==> config.mk <==
export PLATFORM = sky130hd
export DESIGN_NAME = epdm_resolve
export DESIGN_NICKNAME = d
export VERILOG_FILES = /design/src/rtl/epdm_pkg.sv /design/src/rtl/epdm_resolve.sv
export SDC_FILE = /design/constraint.sdc
export NUM_CORES = 1
export LEC_CHECK = 0
export BUFFER_PORTS_ARGS = -buffer_cell sky130_fd_sc_hd__clkbuf_2
export CAP_MARGIN = 10
export CORE_MARGIN = 1.5
export CORE_UTILIZATION = 35
export DETAILED_ROUTE_END_ITERATION = 8
export PLACE_DENSITY = 0.62
export SYNTH_ARGS = -nofsm -noshare
export SYNTH_HDL_FRONTEND = slang
export SYNTH_SLANG_ARGS = --single-unit
==> constraint.sdc <==
create_clock -name clk -period 4.25 [get_ports clk]
set_input_delay 0.6375 -clock clk [delete_from_list [all_inputs] [get_ports clk]]
set_output_delay 0.6375 -clock clk [all_outputs]
set_load 0.005 [all_outputs]
==> src/rtl/epdm_pkg.sv <==
package epdm_pkg;

  localparam int LEN_W = 7;
  localparam int IDX_W = 4;
  localparam int CFG_W = 5;

  localparam logic [1:0] ACT_WRITE_BYTE = 2'd0;
  localparam logic [1:0] ACT_SET_LEN    = 2'd1;
  localparam logic [1:0] ACT_PROBE      = 2'd2;

  typedef struct packed {
    logic [1:0]       action;
    logic [IDX_W-1:0] entry_index;
    logic [6:0]       byte_position;
    logic [7:0]       byte_value;
    logic [LEN_W-1:0] pattern_length;
    logic             path_last;
  } epdm_in_t;

  typedef struct packed {
    logic             deny;
    logic [IDX_W-1:0] match_index;
  } epdm_out_t;

  // probe beat in its compare cycle
  typedef struct packed {
    logic vld;
    logic cmp_en;
    logic last;
    logic len_ok;
  } epdm_probe_t;

endpackage

==> src/rtl/epdm_resolve.sv <==
module epdm_resolve import epdm_pkg::*; #(
  parameter int ENTRIES = 16,
  parameter int MAX_LEN = 80
) (
  input  logic                         clk,
  input  logic                         rst_n,
  input  logic                         len_we,
  input  logic [IDX_W-1:0]             len_entry,
  input  logic [LEN_W-1:0]             len_value,
  input  logic [CFG_W-1:0]             active_count,
  input  epdm_probe_t                  probe,
  input  logic [$clog2(MAX_LEN+1)-1:0] path_len,
  input  logic [ENTRIES-1:0]           mism,
  output logic                         res_valid,
  output epdm_out_t                    res_data
);

  localparam int PW  = $clog2(MAX_LEN + 1);
  localparam int CW  = (PW > LEN_W) ? PW : LEN_W;
  localparam int IXW = (ENTRIES > 1) ? $clog2(ENTRIES) : 1;

  logic [LEN_W-1:0]   lens_r   [ENTRIES];
  logic [LEN_W-1:0]   lens_nxt [ENTRIES];
  logic [ENTRIES-1:0] flags_r, flags_nxt;
  logic [ENTRIES-1:0] flags_now;
  logic [ENTRIES-1:0] hit;
  logic [ENTRIES-1:0] low;
  logic [IXW-1:0]     hit_idx;
  logic               res_valid_r, res_valid_nxt;
  epdm_out_t          res_data_r, res_data_nxt;

  always_comb begin
    for (int e = 0; e < ENTRIES; e++) begin
      lens_nxt[e] = lens_r[e];
      if (len_we && (32'(len_entry) == e)) begin
        lens_nxt[e] = len_value;
      end
    end
  end

  // lengths checked against the path length; a valid path length is 1..MAX_LEN-1
  always_comb begin
    flags_now = probe.cmp_en ? (flags_r | mism) : flags_r;
    for (int e = 0; e < ENTRIES; e++) begin
      hit[e] = probe.len_ok && (e < 32'(active_count)) && !flags_now[e] &&
               (CW'(lens_r[e]) == CW'(path_len));
    end
    low     = hit & (~hit + 1'b1);
    hit_idx = '0;
    for (int e = 0; e < ENTRIES; e++) begin
      hit_idx = hit_idx | (low[e] ? IXW'(e) : '0);
    end
  end

  always_comb begin
    flags_nxt     = flags_r;
    res_valid_nxt = 1'b0;
    res_data_nxt  = res_data_r;
    if (probe.vld) begin
      flags_nxt = probe.last ? '0 : flags_now;
      if (probe.last) begin
        res_valid_nxt            = 1'b1;
        res_data_nxt.deny        = |hit;
        res_data_nxt.match_index = (|hit) ? IDX_W'(hit_idx) : '0;
      end
    end
  end

  always_ff @(posedge clk) begin
    if (!rst_n) begin
      for (int e = 0; e < ENTRIES; e++) begin
        lens_r[e] <= '0;
      end
      flags_r     <= '0;
      res_valid_r <= 1'b0;
    end else begin
      lens_r      <= lens_nxt;
      flags_r     <= flags_nxt;
      res_valid_r <= res_valid_nxt;
    end
  end

  always_ff @(posedge clk) begin
    res_data_r <= res_data_nxt;
  end

  assign res_valid = res_valid_r;
  assign res_data  = res_data_r;

endmodule

==> summary.txt <==
Status -> completed
CTS tree -> done
Worst hold margin -> 0.459 ns
Clk slew on worst S/H paths -> 0.05 ns
Antenna violations before repair -> 0
Post-CTS Repair Setup Buffers -> 0
Layout Cell Area excl Fill -> 7790 µm²
Hold Startpoint -> mism[9]
GR Overflow Total -> 0
Max FO, Critical Path -> 16
Layout cells sized above 1 -> 0.114
Endpoint type of the worst setup path -> flip-flop
Die width -> 143 µm
Non-Filler Instances -> 992
Area growth, synth to finish -> 12.8%
Post-cts repair resize count -> 0
Nets -> 763
Initial core utilization -> 0.356
Commonest cells after routing, fill and taps aside -> dfxtp_1, nor2b_1, mux2i_1, xor2_1, xnor2_1
RR Endpoint -> res_data[0]
Placed inst area -> 7240 µm²
Routed Antenna Nets -> 0
Post-synth top area cell -> dfxtp_1
Count of cell types in the netlist -> 47
Synth warn -> 0
Via count -> 4824
Clock Sinks -> 134
DR pass1 iterations -> 5
Post-Syn Nets -> 742
Synth Register Bits -> 134
LEAKAGE -> 3.01 nW
Routed Wire Length -> 18.3 mm
Fillers -> 1914
Number of flops mapped to enable cells by yosys -> 5
Hold EP -> flags_r[9]
Residual DRC -> 0
Slew margin rel. -> 0.253
Post-Syn Instances -> 696
Min-delay worst type -> in -> reg
Port buffer count -> 51
Die Area -> 20600 µm²
Die Ht -> 143 µm
Post-synth top flop -> dfxtp_1
Crit path cell chain -> clkbuf_2 > xor2_1 > a2111oi_0 > nor4b_1 > nor2_1 > nand4_1 > nor2b_1 > a2111o_1
WP data required -> 4.41 ns
VDD IR-drop max -> 0.262 mV
Hold Fails Final Rpt -> 0
Antenna cells -> 0
Slew Limit Fails -> 0
Max cap viols -> 0
RSZ-0062 raised after global routing -> false
Synthesized cell area -> 6900 µm²
CP Launch Type -> input port
H-tree depth -> 4
Setup TNS -> 0 ns
DR iter-0 viols -> 338
TritonCTS buffer count -> 17
Reg-to-Reg Start -> lens_r[87]
Synth area leaders -> dfxtp_1, mux2i_1, nor2b_1
RD Place Congestion -> 0.846
Worst Max-Slew Pin Slew -> 1.12 ns
Worst path max stage delay -> 0.52 ns
All-Layer GR Usage -> 0.188
Crit path time final -> 2.92 ns
Top cell type's share of synthesized area -> 0.374
IO Count -> 52
Hold path cells -> 3
Worst reg2reg path depth -> 7
Kind of critical path -> in -> reg
Slowest CP cell -> a2111oi_0
Final period utilization -> 0.686
Vias in the first global route -> 4722
Rows -> 51
Sequential fraction of the synthesis area -> 0.396
Post-DR wirelength/cell -> 18.4 µm
Core area -> 19400 µm²
Critical path arrival -> 3.08 ns
First-pass GRT wire length -> 28.5 mm
Pwr per Cell Area -> 383 nW/µm²
CTS max path bufs -> 2
Fmax -> 0.343 GHz
Largest net degree at the start of global routing -> 114
Root Driver -> clkbuf_16
Vias per cell -> 4.86
Ys async rst share -> 0
Hpwl dp -> 11.9 mm
Register-to-Register Setup Slack -> 1.76 ns
Placed insts -> 963
# setup viols final -> 0
Avg Cell Area, Syn -> 9.92 µm²
CTS Hold Bufs -> 0
Worst-case clock skew -> 0.00748 ns
Leading cell type in the layout, fill and taps excluded -> dfxtp_1
Clk_lat worst skew -> 0.43 ns
## Yosys cell counts (10+ instances only)
| cell type | number |
|---|---|
| nand4_1 | 10 |
| clkbuf_1 | 28 |
| xor2_1 | 60 |
| xnor2_1 | 52 |
| dfxtp_1 | 129 |
| buf_2 | 11 |
| mux2i_1 | 112 |
| nor2b_1 | 116 |
| nand2_1 | 14 |
| nor2_1 | 33 |
| nor4_1 | 12 |
| a21oi_1 | 21 |
## layer usage
metal,track usage,share of wire,vias up
met5,0,0,-
met4,0.0628,0.017,0
met3,0.0393,0.049,27
met2,0.293,0.45,122
met1,0.258,0.49,2266
li1,-,-,2409
## power by group
| group | switching (W) | internal [W] | total, W |
|---|---|---|---|
| clock | 0.000521 | 0.000883 | 0.00140 |
| sequential | 0.0000130 | 0.00129 | 0.00130 |
| combinational | 0.000173 | 0.000105 | 0.000278 |
## layout make-up
cell class / instances / area (µm²) / area share
Inverter: 2 / 7.51 / 0.000964
Multi-Input combinational cell: 510 / 3910 / 0.501
Sequential cell: 134 / 2730 / 0.351
Timing Repair Buffer: 52 / 263 / 0.0337
Clock inverter: 4 / 72.6 / 0.00932
Clock buffer: 25 / 475 / 0.0611
Tap cell: 265 / 332 / 0.0426
## registers in the layout, summed over array words and instances, names as in the netlist
name,count
res_data,5
res_valid,1
lens_r,112
flags_r,16
## worst max path at each step
stage	from	end	slack, ns	cells after the start
5_1_grt	path_len[3]	res_data[0]	1.15	8
2_1_floorplan	path_len[0]	res_data[1]	1.69	8
4_1_cts	path_len[3]	res_data[0]	1.37	8
3_3_place_gp	path_len[3]	res_data[0]	0.97	8
3_5_place_dp	path_len[3]	res_data[0]	0.96	8
6_report	path_len[3]	res_data[0]	1.33	8
## through the flow
step           utilization  setup slack [ns]  power [W]
3_3_place_gp         0.373             0.973    0.00160
2_1_floorplan            -              1.69    0.00152
3_5_place_dp         0.373             0.962    0.00160
4_1_cts              0.401              1.37    0.00300
6_report             0.401              1.33    0.00298
5_1_grt              0.401              1.15    0.00309
## cell families after synthesis
family,after synthesis,synth area share
compound gates,57,0.0624
xor+xnor,112,0.142
simple gates,229,0.199
flops,134,0.396
buf+inv,52,0.0384
mux,112,0.162
## critical path, delay by kind of cell
kind | cells | cell delay (ns)
AO/OA/AOI/OAI | 2 | 0.90
XOR/XNOR | 1 | 0.27
buffers and inverters | 1 | 0.40
AND/OR/NAND/NOR | 4 | 0.86
(Power assumes the default switching activity.)
